## config.mk

```make
export PLATFORM = sky130hd
export DESIGN_NAME = emergency_info_descriptor_parser_top_flat
export DESIGN_NICKNAME = d
export VERILOG_FILES = /design/src/eidp_pkg.sv /design/src/eidp_in_if.sv /design/src/eidp_out_if.sv /design/src/emergency_info_descriptor_parser_top.sv /design/src/eidp_step.sv /design/src/eidp_resq.sv /design/src/flat_wrapper.sv
export SDC_FILE = /design/constraint.sdc
export NUM_CORES = 1
export LEC_CHECK = 0
export ABC_AREA = 1
export ABC_CLOCK_PERIOD_IN_PS = 5100
export BUFFER_PORTS_ARGS = -buffer_cell sky130_fd_sc_hd__buf_2
export CORE_ASPECT_RATIO = 1.75
export CORE_MARGIN = 2
export CORE_UTILIZATION = 60
export CTS_BUF_LIST = sky130_fd_sc_hd__clkbuf_8
export DETAILED_ROUTE_END_ITERATION = 10
export PLACE_DENSITY = 0.79
export RECOVER_POWER = 100
export SYNTH_ARGS = -nofsm -noshare
export SYNTH_HDL_FRONTEND = slang
export SYNTH_SLANG_ARGS = --single-unit
```

## constraint.sdc

```tcl
create_clock -name clk -period 5.1 [get_ports clk]
set_clock_uncertainty 0.1 [all_clocks]
set_input_delay 0.51 -clock clk [delete_from_list [all_inputs] [get_ports clk]]
set_output_delay 0.51 -clock clk [all_outputs]
set_load 0.01 [all_outputs]
```

## src/eidp_pkg.sv

```systemverilog
`default_nettype none
package eidp_pkg;

  localparam logic [7:0] DESC_TAG       = 8'hFC;
  localparam int         FLAG_START_BIT = 7;
  localparam int         FLAG_LEVEL_BIT = 6;

  // result queue geometry
  localparam int QDEPTH = 4;
  localparam int QAW    = $clog2(QDEPTH);
  localparam int QCW    = $clog2(QDEPTH + 1);

  typedef enum logic [1:0] {
    K_HEADER = 2'd0,
    K_AREA   = 2'd1,
    K_DONE   = 2'd2,
    K_ERROR  = 2'd3
  } kind_t;

  typedef enum logic [1:0] {
    ERR_SHORT  = 2'd0,
    ERR_TAG    = 2'd1,
    ERR_LENGTH = 2'd2,
    ERR_TRUNC  = 2'd3
  } err_t;

  typedef enum logic [1:0] {
    PH_IDLE   = 2'd0,
    PH_LENGTH = 2'd1,
    PH_HEADER = 2'd2,
    PH_AREA   = 2'd3
  } phase_t;

  typedef struct packed {
    kind_t       kind;
    logic [15:0] svc_id;
    logic        start_flag;
    logic        level_flag;
    logic [7:0]  zone_bytes;
    logic [11:0] zone_code;
    err_t        error_code;
    logic [8:0]  consumed_length;
    logic        last;
  } res_t;

  // up to two results written into the queue per byte
  typedef struct packed {
    logic [1:0] cnt;
    res_t       r0;
    res_t       r1;
  } push_t;

  localparam res_t RES_ZERO = '{kind: K_HEADER, error_code: ERR_SHORT, default: '0};

endpackage
`default_nettype wire

```

## src/eidp_in_if.sv

```systemverilog
`default_nettype none
interface eidp_in_if;
  logic        valid;
  logic        ready;
  logic [7:0]  data_byte;
  logic        first_byte;
  logic [15:0] buffer_size;

  modport source (output valid, output data_byte, output first_byte,
                  output buffer_size, input ready);
  modport sink (input valid, input data_byte, input first_byte,
                input buffer_size, output ready);
endinterface
`default_nettype wire

```

## src/eidp_out_if.sv

```systemverilog
`default_nettype none
interface eidp_out_if;
  logic        valid;
  logic        ready;
  logic [1:0]  kind;
  logic [15:0] svc_id;
  logic        start_flag;
  logic        level_flag;
  logic [7:0]  zone_bytes;
  logic [11:0] zone_code;
  logic [1:0]  error_code;
  logic [8:0]  consumed_length;
  logic        last;

  modport source (output valid, output kind, output svc_id, output start_flag,
                  output level_flag, output zone_bytes, output zone_code,
                  output error_code, output consumed_length, output last,
                  input ready);
  modport sink (input valid, input kind, input svc_id, input start_flag,
                input level_flag, input zone_bytes, input zone_code,
                input error_code, input consumed_length, input last,
                output ready);
endinterface
`default_nettype wire

```

## src/emergency_info_descriptor_parser_top.sv

```systemverilog
// Path: an accepted byte is held in the input stage until the result queue has
//   room; it is then parsed and its results are written into the queue.
// Throughput: one byte per cycle while the queue has room; the queue drains one
//   beat per cycle while ready, so a byte with two results takes two output beats.
// Reset: synchronous, active low; parser returns to idle, queue and input stage empty.
`default_nettype none
module emergency_info_descriptor_parser_top
  import eidp_pkg::*;
(
  input  wire logic   clk,
  input  wire logic   rst_n,
  eidp_in_if.sink     in_if,
  eidp_out_if.source  out_if
);

  logic        inq_valid_r, inq_valid_nxt;
  logic [7:0]  inq_byte_r;
  logic        inq_first_r;
  logic [15:0] inq_bs_r;
  logic        room;
  logic        adv;
  logic        in_fire;
  push_t       push;
  res_t        rd_data;

  // parse the held byte once the queue has room for its results
  assign adv          = inq_valid_r && room;
  assign in_if.ready  = !inq_valid_r || adv;
  assign in_fire      = in_if.valid && in_if.ready;
  assign inq_valid_nxt = in_fire || (inq_valid_r && !adv);

  always_ff @(posedge clk) begin
    if (!rst_n) inq_valid_r <= 1'b0;
    else        inq_valid_r <= inq_valid_nxt;
  end

  // capture the input beat
  always_ff @(posedge clk) begin
    if (in_fire) begin
      inq_byte_r  <= in_if.data_byte;
      inq_first_r <= in_if.first_byte;
      inq_bs_r    <= in_if.buffer_size;
    end
  end

  eidp_step u_step (
    .clk         (clk),
    .rst_n       (rst_n),
    .adv         (adv),
    .data_byte   (inq_byte_r),
    .first_byte  (inq_first_r),
    .buffer_size (inq_bs_r),
    .push        (push)
  );

  eidp_resq u_resq (
    .clk      (clk),
    .rst_n    (rst_n),
    .push     (push),
    .room     (room),
    .rd_valid (out_if.valid),
    .rd_data  (rd_data),
    .rd_ready (out_if.ready)
  );

  assign out_if.kind            = rd_data.kind;
  assign out_if.svc_id          = rd_data.svc_id;
  assign out_if.start_flag      = rd_data.start_flag;
  assign out_if.level_flag      = rd_data.level_flag;
  assign out_if.zone_bytes      = rd_data.zone_bytes;
  assign out_if.zone_code       = rd_data.zone_code;
  assign out_if.error_code      = rd_data.error_code;
  assign out_if.consumed_length = rd_data.consumed_length;
  assign out_if.last            = rd_data.last;

endmodule
`default_nettype wire

```

## src/eidp_step.sv

```systemverilog
`default_nettype none
module eidp_step
  import eidp_pkg::*;
(
  input  wire logic        clk,
  input  wire logic        rst_n,
  input  wire logic        adv,
  input  wire logic [7:0]  data_byte,
  input  wire logic        first_byte,
  input  wire logic [15:0] buffer_size,
  output push_t            push
);

  phase_t      phase_r, phase_nxt;
  logic [7:0]  blen_r, blen_nxt;
  logic [7:0]  brem_r, brem_nxt;
  logic [15:0] hbs_r, hbs_nxt;
  logic [1:0]  hidx_r, hidx_nxt;
  logic [15:0] sid_r, sid_nxt;
  logic [1:0]  flg_r, flg_nxt;
  logic [7:0]  hab_r, hab_nxt;
  logic [7:0]  abl_r, abl_nxt;
  logic [7:0]  pend_r, pend_nxt;

  // body byte effect, before the end-of-body check
  phase_t      phase_m;
  logic [1:0]  hidx_m;
  logic [15:0] sid_m;
  logic [1:0]  flg_m;
  logic [7:0]  hab_m;
  logic [7:0]  abl_m;
  logic [7:0]  pend_m;
  logic        hdr_emit;
  logic        area_emit;
  logic [7:0]  done_bytes;
  logic        body_end;
  logic        cut;
  logic        len_over;
  logic        in_body;

  assign in_body    = (phase_r == PH_HEADER) || (phase_r == PH_AREA);
  assign done_bytes = hab_r - abl_r;
  assign body_end   = (brem_r == 8'd1);
  assign len_over   = ({8'd0, data_byte} + 16'd2) > hbs_r;

  // walk one body byte through the entry fields
  always_comb begin
    phase_m   = phase_r;
    hidx_m    = hidx_r;
    sid_m     = sid_r;
    flg_m     = flg_r;
    hab_m     = hab_r;
    abl_m     = abl_r;
    pend_m    = pend_r;
    hdr_emit  = 1'b0;
    area_emit = 1'b0;
    if (phase_r == PH_HEADER) begin
      case (hidx_r)
        2'd0: sid_m = {data_byte, 8'd0};
        2'd1: sid_m = {sid_r[15:8], data_byte};
        2'd2: flg_m = {data_byte[FLAG_START_BIT], data_byte[FLAG_LEVEL_BIT]};
        default: begin
          hab_m    = data_byte;
          abl_m    = data_byte;
          hdr_emit = 1'b1;
        end
      endcase
      if (hidx_r == 2'd3) begin
        hidx_m = 2'd0;
        if (data_byte != 8'd0) phase_m = PH_AREA;
      end else begin
        hidx_m = hidx_r + 2'd1;
      end
    end else if (phase_r == PH_AREA) begin
      if (done_bytes[0]) area_emit = 1'b1;
      else pend_m = data_byte;
      abl_m = abl_r - 8'd1;
      if (abl_r == 8'd1) phase_m = PH_HEADER;
    end
  end

  assign cut = (phase_m == PH_AREA) || (hidx_m != 2'd0);

  // next state
  always_comb begin
    phase_nxt = phase_r;
    blen_nxt  = blen_r;
    brem_nxt  = brem_r;
    hbs_nxt   = hbs_r;
    hidx_nxt  = hidx_r;
    sid_nxt   = sid_r;
    flg_nxt   = flg_r;
    hab_nxt   = hab_r;
    abl_nxt   = abl_r;
    pend_nxt  = pend_r;
    if (first_byte) begin
      hidx_nxt = '0; sid_nxt = '0; flg_nxt = '0;
      hab_nxt  = '0; abl_nxt = '0; pend_nxt = '0;
      blen_nxt = '0; brem_nxt = '0;
      if (buffer_size < 16'd2 || data_byte != DESC_TAG) begin
        phase_nxt = PH_IDLE;
      end else begin
        hbs_nxt   = buffer_size;
        phase_nxt = PH_LENGTH;
      end
    end else if (phase_r == PH_LENGTH) begin
      blen_nxt = data_byte;
      if (len_over || data_byte == 8'd0) begin
        phase_nxt = PH_IDLE;
      end else begin
        brem_nxt  = data_byte;
        hidx_nxt  = '0; sid_nxt = '0; flg_nxt = '0;
        hab_nxt   = '0; abl_nxt = '0; pend_nxt = '0;
        phase_nxt = PH_HEADER;
      end
    end else if (in_body) begin
      brem_nxt = brem_r - 8'd1;
      if (body_end) begin
        phase_nxt = PH_IDLE;
        hidx_nxt  = '0; sid_nxt = '0; flg_nxt = '0;
        hab_nxt   = '0; abl_nxt = '0; pend_nxt = '0;
      end else begin
        phase_nxt = phase_m;
        hidx_nxt  = hidx_m;
        sid_nxt   = sid_m;
        flg_nxt   = flg_m;
        hab_nxt   = hab_m;
        abl_nxt   = abl_m;
        pend_nxt  = pend_m;
      end
    end
  end

  // results of this byte
  always_comb begin
    res_t body_res;
    res_t end_res;
    logic body_v;
    logic end_v;
    body_res = RES_ZERO;
    end_res  = RES_ZERO;
    body_v   = 1'b0;
    end_v    = 1'b0;
    push     = '{cnt: 2'd0, r0: RES_ZERO, r1: RES_ZERO};
    if (first_byte) begin
      if (buffer_size < 16'd2) begin
        end_v = 1'b1; end_res.kind = K_ERROR; end_res.error_code = ERR_SHORT;
      end else if (data_byte != DESC_TAG) begin
        end_v = 1'b1; end_res.kind = K_ERROR; end_res.error_code = ERR_TAG;
      end
    end else if (phase_r == PH_LENGTH) begin
      if (len_over) begin
        end_v = 1'b1; end_res.kind = K_ERROR; end_res.error_code = ERR_LENGTH;
      end else if (data_byte == 8'd0) begin
        end_v = 1'b1; end_res.kind = K_DONE; end_res.consumed_length = 9'd2;
      end
    end else if (in_body) begin
      body_v              = hdr_emit || area_emit;
      body_res.kind       = hdr_emit ? K_HEADER : K_AREA;
      body_res.svc_id     = sid_m;
      body_res.start_flag = flg_m[1];
      body_res.level_flag = flg_m[0];
      body_res.zone_bytes = hab_m;
      body_res.zone_code  = area_emit ? {pend_r, data_byte[7:4]} : 12'd0;
      if (body_end) begin
        end_v = 1'b1;
        if (cut) begin
          end_res.kind       = K_ERROR;
          end_res.error_code = ERR_TRUNC;
        end else begin
          end_res.kind            = K_DONE;
          end_res.consumed_length = {1'b0, blen_r} + 9'd2;
        end
      end
    end
    end_res.last  = 1'b1;
    body_res.last = !end_v;
    if (body_v) begin
      push.r0  = body_res;
      push.r1  = end_res;
      push.cnt = end_v ? 2'd2 : 2'd1;
    end else if (end_v) begin
      push.r0  = end_res;
      push.cnt = 2'd1;
    end
    if (!adv) push.cnt = 2'd0;
  end

  // hold state until a byte is processed
  always_ff @(posedge clk) begin
    if (!rst_n) begin
      phase_r <= PH_IDLE;
      blen_r  <= '0;
      brem_r  <= '0;
      hbs_r   <= '0;
      hidx_r  <= '0;
      sid_r   <= '0;
      flg_r   <= '0;
      hab_r   <= '0;
      abl_r   <= '0;
      pend_r  <= '0;
    end else if (adv) begin
      phase_r <= phase_nxt;
      blen_r  <= blen_nxt;
      brem_r  <= brem_nxt;
      hbs_r   <= hbs_nxt;
      hidx_r  <= hidx_nxt;
      sid_r   <= sid_nxt;
      flg_r   <= flg_nxt;
      hab_r   <= hab_nxt;
      abl_r   <= abl_nxt;
      pend_r  <= pend_nxt;
    end
  end

endmodule
`default_nettype wire

```

## src/eidp_resq.sv

```systemverilog
`default_nettype none
module eidp_resq
  import eidp_pkg::*;
(
  input  wire logic  clk,
  input  wire logic  rst_n,
  input  wire push_t push,
  output logic       room,
  output logic       rd_valid,
  output res_t       rd_data,
  input  wire logic  rd_ready
);

  res_t           mem [QDEPTH];
  logic [QAW-1:0] wr_ptr_r, wr_ptr_nxt;
  logic [QAW-1:0] rd_ptr_r, rd_ptr_nxt;
  logic [QCW-1:0] cnt_r, cnt_nxt;
  logic           pop;

  // room for the two results one byte may produce
  assign room     = (cnt_r <= QCW'(QDEPTH - 2));
  assign rd_valid = (cnt_r != '0);
  assign rd_data  = mem[rd_ptr_r];
  assign pop      = rd_valid && rd_ready;

  assign wr_ptr_nxt = wr_ptr_r + QAW'(push.cnt);
  assign rd_ptr_nxt = rd_ptr_r + QAW'(pop);
  assign cnt_nxt    = cnt_r + QCW'(push.cnt) - QCW'(pop);

  // write up to two beats per cycle
  always_ff @(posedge clk) begin
    if (push.cnt != 2'd0) mem[wr_ptr_r] <= push.r0;
    if (push.cnt == 2'd2) mem[wr_ptr_r + QAW'(1)] <= push.r1;
  end

  always_ff @(posedge clk) begin
    if (!rst_n) begin
      wr_ptr_r <= '0;
      rd_ptr_r <= '0;
      cnt_r    <= '0;
    end else begin
      wr_ptr_r <= wr_ptr_nxt;
      rd_ptr_r <= rd_ptr_nxt;
      cnt_r    <= cnt_nxt;
    end
  end

endmodule
`default_nettype wire
```

## src/flat_wrapper.sv

```systemverilog
// flat-port wrapper written by rule: the top's interface ports become plain ports
module emergency_info_descriptor_parser_top_flat import eidp_pkg::*;
  (clk, rst_n, in_if_valid, in_if_data_byte, in_if_first_byte, in_if_buffer_size, in_if_ready, out_if_valid, out_if_kind, out_if_svc_id, out_if_start_flag, out_if_level_flag, out_if_zone_bytes, out_if_zone_code, out_if_error_code, out_if_consumed_length, out_if_last, out_if_ready);
  eidp_in_if in_if_i ();
  eidp_out_if out_if_i ();
  input  wire logic clk;
  input  wire logic rst_n;
  input wire logic [$bits(in_if_i.valid)-1:0] in_if_valid;
  input wire logic [$bits(in_if_i.data_byte)-1:0] in_if_data_byte;
  input wire logic [$bits(in_if_i.first_byte)-1:0] in_if_first_byte;
  input wire logic [$bits(in_if_i.buffer_size)-1:0] in_if_buffer_size;
  output wire logic [$bits(in_if_i.ready)-1:0] in_if_ready;
  output wire logic [$bits(out_if_i.valid)-1:0] out_if_valid;
  output wire logic [$bits(out_if_i.kind)-1:0] out_if_kind;
  output wire logic [$bits(out_if_i.svc_id)-1:0] out_if_svc_id;
  output wire logic [$bits(out_if_i.start_flag)-1:0] out_if_start_flag;
  output wire logic [$bits(out_if_i.level_flag)-1:0] out_if_level_flag;
  output wire logic [$bits(out_if_i.zone_bytes)-1:0] out_if_zone_bytes;
  output wire logic [$bits(out_if_i.zone_code)-1:0] out_if_zone_code;
  output wire logic [$bits(out_if_i.error_code)-1:0] out_if_error_code;
  output wire logic [$bits(out_if_i.consumed_length)-1:0] out_if_consumed_length;
  output wire logic [$bits(out_if_i.last)-1:0] out_if_last;
  input wire logic [$bits(out_if_i.ready)-1:0] out_if_ready;
  assign in_if_i.valid = in_if_valid;
  assign in_if_i.data_byte = in_if_data_byte;
  assign in_if_i.first_byte = in_if_first_byte;
  assign in_if_i.buffer_size = in_if_buffer_size;
  assign in_if_ready = in_if_i.ready;
  assign out_if_valid = out_if_i.valid;
  assign out_if_kind = out_if_i.kind;
  assign out_if_svc_id = out_if_i.svc_id;
  assign out_if_start_flag = out_if_i.start_flag;
  assign out_if_level_flag = out_if_i.level_flag;
  assign out_if_zone_bytes = out_if_i.zone_bytes;
  assign out_if_zone_code = out_if_i.zone_code;
  assign out_if_error_code = out_if_i.error_code;
  assign out_if_consumed_length = out_if_i.consumed_length;
  assign out_if_last = out_if_i.last;
  assign out_if_i.ready = out_if_ready;
  emergency_info_descriptor_parser_top u_core (.clk(clk), .rst_n(rst_n), .in_if(in_if_i), .out_if(out_if_i));
endmodule
```

* Yosys cells after proc, flatten, opt, wreduce, memory -nomap -nowiden
Memory sizes are Yosys's and may differ from the RTL's. A register that Yosys moved wholly into a read port is not among the register bits.
Cells that the tools add are included.
** Word-level totals
- Memory bits (writable) :: 208
- Output and inout port bits :: 54
- Register bits after elaboration :: 111
- Input port bits :: 29
- Memories :: 1
** Operators by class
- Bitwise operators :: 1
- $add $sub $neg :: 11
- $lt $le $gt $ge :: 3
- Eq/ne operators :: 15
- Muxes and demuxes :: 110
- Reduce and logical (&&, ||, !) cells :: 31
** Memories
- u_core.u_resq.mem :: words 4, width 52, read ports 1, clocked after Yosys merged registers in 1, write ports 2, line eidp_resq.sv:14 : res_t mem [QDEPTH];
** Operators by type and width (count)
- 8-bit 2-to-1 mux :: 27
- 39-bit 2-to-1 mux :: 3
- 16-bit 2-to-1 mux :: 6
- 2-bit 2-to-1 mux :: 39
- 54-bit 2-to-1 mux :: 1
- 53-bit 2-to-1 mux :: 1
- 52-bit 2-to-1 mux :: 1
- 11-bit 2-to-1 mux :: 3
- 16-bit case mux with 2 select lines :: 1
- 1-bit 2-to-1 mux :: 25
- 8-bit by 2-bit adder with 9-bit output, second input constant :: 2
- 9-bit 2-to-1 mux :: 2
- 8-bit by 1-bit equality test with 1-bit output, second input constant :: 2
- 9-bit by 16-bit greater-than comparator with 1-bit output :: 1
- 16-bit by 2-bit less-than comparator with 1-bit output, second input constant :: 1
- 8-bit by 1-bit subtractor with 8-bit output, second input constant :: 2
- 2-bit equality test, second input constant :: 6
- 12-bit 2-to-1 mux :: 1
- 8-bit zero test :: 1
- 8-bit inequality test, second input constant :: 1
- 8-bit nonzero test :: 1
- 1-bit logical OR :: 7
- 3-bit AND reduction :: 2
- 6-bit AND reduction :: 1
- other kinds (23) :: 34

* Logic depth before layout (Yosys ltp)
Gate-level depths: netlist of run 1.
- Depth in word-level cells :: 17
- Gate-level depth with buffers :: 27

* Cells and area by module
A second synthesis of run 1 with hierarchy kept.
** Unflattened totals
- Cell total of the unflattened synthesis :: 1991
- Area total of the unflattened synthesis :: 16823.6 um2
** Modules (own cells, without submodules)
- eidp_resq :: cells each 1080, times used 1, seq. area each 6386.1 um2, area each 10496.3 um2
- eidp_step :: cells each 877, times used 1, seq. area each 1561.5 um2, area each 5517.8 um2
- emergency_info_descriptor_parser_top :: cells each 34, times used 1, seq. area each 770.7 um2, area each 809.5 um2

* Least setup slack after synthesis of run 1
No wires, ideal clock.
- Path type :: reg-to-reg
- Start point :: register u_core.inq_byte_r[1]
- End point :: memory u_core.u_resq.mem[3][0] in the netlist's numbering, enable pin
- Setup slack :: 0.937 ns
- Data arrival time :: 3.702 ns
- Period minus slack after synthesis :: 4.163 ns
- Stages on the path, launching flop included :: 24
- Setup time :: 0.361 ns
- Path through :: edfxtp_1 > ha_1 > nand2_1 > nor2_1 > a21oi_1 > a21oi_1 > ha_1 > a21o_1 > nor2_1 > nand2_1 > nand2_1 > nand2_1 > nand2_1 > nand3_2 > nand2_1 > inv_1 > ha_1 > nor2_1 > nor2_1 > nor2_2 > inv_2 > clkbuf_1 > buf_2 > nand2_1
** RTL lines
- from (decl) :: line emergency_info_descriptor_parser_top.sv:17 : logic [7:0] inq_byte_r;
- from (signal assigned) :: line emergency_info_descriptor_parser_top.sv:40 : inq_byte_r <= in_if.data_byte;
- to (decl) :: line eidp_resq.sv:14

==> impl_metrics.json, run 1 <==
{
  "outcome": "complete, but fails checks",
  "failed_checks": "max-capacitance violations, max-slew violations",
  "nFillCells": 2056,
  "routabilityCongestion": 1.001,
  "worst_path_most_repeated_cell": "nand2_1",
  "period_needed_ns": 4.697,
  "cp.required_ns": 5.52,
  "yosys-top-cells-area": "dfxtp_1, edfxtp_1, o21ai_0",
  "synth-adder-area-share_pct": 2.189,
  "synth_compound_area_share_pct": 17.12,
  "critPathMaxStageDelay_ns": 0.74,
  "wl_met2_um": 20160,
  "maxClockFrequency_mhz": 212.9,
  "start_util_pct": 61.16,
  "synth.mux.area_fraction_pct": 0,
  "clockPowerShare_pct": 32.3,
  "worst_pin_slew_ns": 3.201,
  "antenna_found_initial": 0,
  "wl_met1_um": 15310,
  "clkLatencyLatePin_ns": 0.59,
  "async_reset_ff_share_pct": 0,
  "cp_slowest_cell": "buf_2",
  "hold_violations": 0,
  "drv_cap": 1,
  "path_cells": "ha_1 -> nand2_1 -> nor2_1 -> a21oi_1 -> a21oi_1 -> ha_1 -> nand2_1 -> nor3_1 -> a21oi_1 -> nand2_1 -> nand3_2 -> nand2_1 -> inv_1 -> ha_1 -> nor2_1 -> nor2_1 -> nand2_1 -> buf_2 -> nand3_1 -> o21ai_0",
  "synth_xor_area_share_pct": 0.4788,
  "arrival_ns": 5.12,
  "path_class": "reg2reg",
  "swShare_pct": 33.58,
  "p_sw_w": 0.002160,
  "gr-total-overflow": 0,
  "cts-htree-levels": 2,
  "yosysMostFrequentCell": "o21ai_0",
  "fin_area_um2": 16260,
  "cts.sinks": 319,
  "cts_made_buffers": 46,
  "cts_resized": 0,
  "syn_to_final_growth_pct": 11.08,
  "routed.top_layer": "met4",
  "place_ws_ns": 0.5575,
  "clk_pin_slew_ns": 0.07,
  "setup_tns_ns": 0,
  "antenna_left": 0,
  "ys_types": 38,
  "multi_input_area_um2": 6459,
  "ys_ff_latch": 319,
  "intPower_w": 0.004273,
  "vias": 13910,
  "drc": 0,
  "die-area_um2": 25700,
  "grt_usage_pct": 31.83,
  "grt_pass1_vias": 13010,
  "syn_inst": 1915,
  "grt_first_pass_wirelength_um": 65140,
  "n_antenna_cell": 0,
  "yosysTopAreaCell": "dfxtp_1",
  "synth_edf_count": 81,
  "dr.pass1.iters": 6,
  "drtIter0Drc": 1517,
  "grt_max_degree": 96,
  "detail_route.vias_per_cell": 5.995,
  "netlist_area_um2": 14630,
  "avgSynthCellArea_um2": 7.642,
  "ir_drop_mv": 0.2563,
  "rows": 75,
  "yosysWarnings": 0,
  "placed_area_um2": 15190,
  "routed_wl_um": 40910,
  "cts-root-buf": "clkbuf_8",
  "layout-drive-gt1-share_pct": 7.306,
  "slew_violations": 76,
  "rsz0062_at_grt": "false",
  "fp.dieW_um": 122.1,
  "endpoint_kind": "flop",
  "synthTopCellsByCount": "o21ai_0, nand2_1, nor2_1",
  "numPortBuffers": 82,
  "final_nets": 2029,
  "layout_setup_ws_ns": 0.4034,
  "dp_hpwl_um": 26360,
  "synth_top_area_share_pct": 32.56,
  "die_h_um": 210.6,
  "pwr-share-seq_pct": 43.0,
  "period_share_pct": 92.09,
  "cts_max_path_buffers": 3,
  "power_w": 0.006433,
  "wire_per_inst_um": 17.63,
  "relSlewSlack_pct": -113.4,
  "hp-class": "in2reg",
  "ys.flop_type": "dfxtp_1",
  "io_pins": 83,
  "ff_latch_area_um2": 7198,
  "yosys.area_share.simple_pct": 24.44,
  "synth_nets": 1969,
  "setup_viol": 0,
  "synth_seq_area_share_pct": 49.18,
  "met3_length_um": 2886,
  "leakagePower_nw": 6.344,
  "combPwrFrac_pct": 24.8,
  "p_per_area_nw_per_um2": 395.8,
  "synth_top_family_by_area": "simple AND/OR/NAND/NOR gates",
  "core-area_um2": 23930,
  "cts_tree": "built",
  "cp_max_fo": 38,
  "start_kind": "flop"
}
[path summary, 6_finish.rpt]
| check | startpoint | depth (start not counted) | slack (ns) | end |
|---|---|---|---|---|
| min reg2reg | u_core.u_step.hab_r[3] | 2 | 0.35 | u_core.u_step.hab_r[3] |
| max reg2reg | u_core.inq_byte_r[2] | 20 | 0.40 | u_core.u_resq.mem[1][24] |
| max | u_core.inq_byte_r[2] | 20 | 0.40 | u_core.u_resq.mem[1][24] |
| min | in_if_valid | 3 | 0.10 | u_core.inq_valid_r |
[critical path: cells and delay by family, from the launching register on]
| family | cells | cell delay [ns] |
|---|---|---|
| AND/OR/NAND/NOR | 11 | 1.84 |
| AO/OA/AOI/OAI | 4 | 0.49 |
| flip-flops | 1 | 0.49 |
| buffers and inverters | 2 | 0.82 |
| adder cells (fa/ha/maj) | 3 | 0.88 |
[cell usage in the layout (no fill, tap or decap), types with 24 or more instances in the layout]
cell type / instances
a21oi_1: 68
buf_2: 31
clkbuf_1: 55
clkbuf_8: 55
dfxtp_1: 237
dlygate4sd3_1: 25
edfxtp_1: 81
ha_1: 24
inv_1: 129
nand2_1: 307
nand3_1: 223
nand4_1: 26
nor2_1: 247
o21ai_0: 341
o22ai_1: 58
[repair_timing]
item	4_1_cts	5_1_grt
hold buffers	25	0
endpoints found under the hold margin	25	0
setup buffers	0	0
[metal layers]
metal | track usage (%) | vias to the layer above
met5 | 0 | -
met4 | 19.22 | 0
met3 | 4.762 | 170
met2 | 54.02 | 687
met1 | 37.54 | 6425
li1 | - | 6626
[registers in the layout (all words and copies together) (netlist names), 3 cells and up]
register	flops
u_core.u_step.hab_r	8
u_core.u_step.hbs_r	16
u_core.u_resq.mem	208
u_core.u_step.blen_r	8
u_core.inq_byte_r	8
u_core.u_step.sid_r	16
u_core.u_step.pend_r	8
u_core.u_step.abl_r	8
u_core.u_resq.cnt_r	3
u_core.inq_bs_r	16
u_core.u_step.brem_r	8
[cells by family after synthesis]
group,after synthesis
buffers and inverters,250
adders and majority gates,25
DFF,319
and+or+nand+nor,833
xor gates and xnor gates,8
AOI/OAI and AO/OA,480
[final cells by class]
| cell class | count | share of cell area, % |
|---|---|---|
| sequential | 319 | 44.28 |
| multi-input combinational | 1346 | 39.73 |
| timing repair buffer | 137 | 4.949 |
| clock buffer | 55 | 4.657 |
| inverter | 125 | 2.886 |
| tap | 308 | 2.371 |
| clock inverter | 30 | 1.124 |
[power by group through the flow]
stage / Clock [W] / Sequential, W / Combinational [W]
6_report: 0.00208 / 0.00276 / 0.00159
5_1_grt: 0.00221 / 0.00277 / 0.00176
4_1_cts: 0.00210 / 0.00276 / 0.00162
2_1_floorplan: 0 / 0.00279 / 0.00110
3_5_place_dp: 0 / 0.00282 / 0.00160
3_3_place_gp: 0 / 0.00281 / 0.00157
[through the flow]
| stage | instances | util, % | hold WS, ns |
|---|---|---|---|
| floorplan | 1915 | - | 0.3216 |
| global placement | 2210 | 63.47 | 0.3290 |
| global route | 2320 | 67.93 | 0.08324 |
| finish | 2320 | 67.93 | 0.1028 |
| CTS | 2320 | 68.44 | 0.08829 |
| detailed placement | 2210 | 63.47 | 0.3386 |
Power figures use the tool's default switching activity.
==> inputs of run 2 (changes only) <==
--- a/config.mk
+++ b/config.mk
@@ -5,7 +5,6 @@
 export SDC_FILE = /design/constraint.sdc
 export NUM_CORES = 1
 export LEC_CHECK = 0
-export ABC_AREA = 1
 export ABC_CLOCK_PERIOD_IN_PS = 5100
 export BUFFER_PORTS_ARGS = -buffer_cell sky130_fd_sc_hd__buf_2
 export CORE_ASPECT_RATIO = 1.75
@@ -15,6 +14,7 @@
 export DETAILED_ROUTE_END_ITERATION = 10
 export PLACE_DENSITY = 0.79
 export RECOVER_POWER = 100
+export SLEW_MARGIN = 30
 export SYNTH_ARGS = -nofsm -noshare
 export SYNTH_HDL_FRONTEND = slang
 export SYNTH_SLANG_ARGS = --single-unit
==> run 2 against run 1 <==
The run still ends with max-capacitance violations, max-slew violations left. Non-clock buffer count shrank 3. Fmax grew 0.78%. Clock-buffer cell count shrank 5.
==> impl_metrics.json, run 2 <==
{
  "outcome": "complete, but fails checks",
  "failed_checks": "max-capacitance violations, max-slew violations",
  "min_from": "in_if_data_byte[4]",
  "antenna_found_initial": 0,
  "yosys-top-cells-area": "dfxtp_1, edfxtp_1, mux4_2",
  "syn_to_final_growth_pct": 11.70,
  "ys_types": 62,
  "routabilityCongestion": 0.9162,
  "setup_viol": 0,
  "grt_pass1_vias": 10630,
  "post_cts_buffers": 0,
  "start_kind": "flop",
  "rows": 73,
  "hp-class": "in2reg",
  "cts-root-buf": "clkbuf_8",
  "post-route-util_pct": 68.13,
  "relSlewSlack_pct": -6.457,
  "r2r_start": "u_core.inq_byte_r[6]",
  "ir_drop_mv": 0.2242,
  "ys.flop_type": "dfxtp_1",
  "ys_ff_latch": 319,
  "clkLatencyLatePin_ns": 0.59,
  "start_util_pct": 61.00,
  "routed_wl_um": 33310,
  "path_class": "reg2reg",
  "cp.required_ns": 5.45,
  "detail_route.vias_per_cell": 6.148,
  "rsz0062_at_grt": "false",
  "netlist_area_um2": 13820,
  "synth_edf_count": 81,
  "period_needed_ns": 4.660,
  "numPortBuffers": 82,
  "layout-drive-gt1-share_pct": 12.39,
  "cts_tree": "built",
  "hold_violations": 0,
  "period_share_pct": 91.37,
  "power_w": 0.005519,
  "grt_usage_pct": 27.71,
  "fp.dieW_um": 118.7,
  "busiest_layer": "met2",
  "gr-total-overflow": 0,
  "yosysWarnings": 0,
  "grt_max_degree": 70,
  "p_per_area_nw_per_um2": 357.6,
  "syn_inst": 1286,
  "top_register": "u_core.u_resq.mem",
  "final_cell_mix": "dfxtp_1, nand2_1, a22o_1",
  "cp_max_fo": 27,
  "avgSynthCellArea_um2": 10.74,
  "use_met3_pct": 4.315,
  "layout_setup_ws_ns": 0.4399,
  "cts_max_path_buffers": 3,
  "cts_hold_buf": 22,
  "endpoint_kind": "flop",
  "final_nets": 1428,
  "maxClockFrequency_mhz": 214.6,
  "yosysTopAreaCell": "dfxtp_1",
  "grt_use_met1_pct": 32.59,
  "wire_per_inst_um": 19.55,
  "antenna_left": 0,
  "yosysMostFrequentCell": "dfxtp_1",
  "dp_hpwl_um": 21680,
  "die_h_um": 204.7,
  "cp-startpoint": "u_core.inq_byte_r[6]",
  "worst_pin_slew_ns": 1.596,
  "drtIter0Drc": 881,
  "cts.sinks": 319,
  "largest_register_ff_count": 208,
  "slew_violations": 26,
  "cts_made_buffers": 44,
  "synth_top_area_share_pct": 34.48,
  "core-area_um2": 22650,
  "grt_first_pass_wirelength_um": 53790,
  "leakagePower_nw": 5.543,
  "synthTopCellsByCount": "dfxtp_1, nand2_1, a22o_1",
  "n_antenna_cell": 0,
  "cts_resized": 0,
  "dr.pass1.iters": 5,
  "vias": 10480,
  "drv_cap": 1,
  "grtUsageMet2_pct": 48.87,
  "io_pins": 83,
  "rrSetupSlack_ns": 0.44,
  "synth_seq_area_share_pct": 52.09,
  "cts-htree-levels": 2,
  "clk_pin_slew_ns": 0.06,
  "place_ws_ns": 0.5186,
  "setup_tns_ns": 0,
  "async_reset_ff_share_pct": 0,
  "final_common_cell": "dfxtp_1",
  "die-area_um2": 24310,
  "arrival_ns": 5.01,
  "synth_nets": 1340,
  "drc": 0
}
[run 2: cell types whose count changed after synthesis, sizes merged, moves of 26 or more]
| cell | change |
|---|---|
| nand3 | -196 |
| mux2i | +31 |
| a21oi | -26 |
| mux4 | +52 |
| o22ai | -51 |
| clkbuf | -41 |
| nor2 | -153 |
| o21ai | -280 |
| a22o | +122 |
| nor2b | +30 |
| nand2 | -145 |
| inv | -99 |
[run 2: logic make-up after synthesis]
logic type,after synthesis,synth area share [%]
and+or+nand+nor,407,13.70
DFF,319,52.09
AOI/OAI and AO/OA,311,16.32
buffers and inverters,119,3.459
muxes,83,10.72
adders and majority gates,25,2.318
xor gates and xnor gates,22,1.395
[run 2: worst max-delay path, cell delays in order (launching register included)]
cell	delay (ns)
edfxtp_1	0.51
and3_1	0.24
nand3_1	0.10
xnor2_1	0.15
ha_1	0.31
nand3_1	0.13
nor3_1	0.07
nor3_1	0.35
o22ai_1	0.23
a21oi_1	0.47
ha_1	0.42
inv_1	0.10
o21ai_1	0.16
nor2_1	0.35
buf_2	0.65
a21o_1	0.21
[run 2: layer usage]
metal	vias to the layer above	part of all wire, %
met5	-	0
met4	0	3.8
met3	85	5.6
met2	376	52
met1	5127	39
li1	4888	-
[run 2: worst paths after layout]
kind,to,cells past startpoint
worst min-delay path,u_core.inq_byte_r[4],1
worst max-delay path,u_core.u_resq.mem[2][51],15
worst min register to register,u_core.u_resq.mem[3][14],2
worst max register to register,u_core.u_resq.mem[2][51],15
[run 2: area by class of cell]
class	instances	area, µm²
fill	1829	7218
timing repair buffer	134	742.0
sequential	319	7201
multi-input combinational	848	6135
inverter	27	101.3
clock buffer	50	688.2
clock inverter	26	191.4
tap	300	375.4
[run 2: report_power, final]
| part | switching (W) | total (W) | internal, W |
|---|---|---|---|
| registers | 0.000120 | 0.00278 | 0.00266 |
| clock network | 0.000939 | 0.00199 | 0.00105 |
| logic | 0.000425 | 0.000757 | 0.000332 |
| total | 0.00148 | 0.00552 | 0.00404 |
[run 2: per-stage QoR]
stage / std cells / hold slack [ns] / area (µm²)
after detailed placement: 1606 / 0.3413 / 14480
after CTS: 1704 / 0.01384 / 15580
final: 1704 / 0.07714 / 15430
after floorplan: 1286 / 0.3198 / 13820
after global placement: 1606 / 0.3285 / 14480
after global routing: 1704 / 0.05133 / 15430
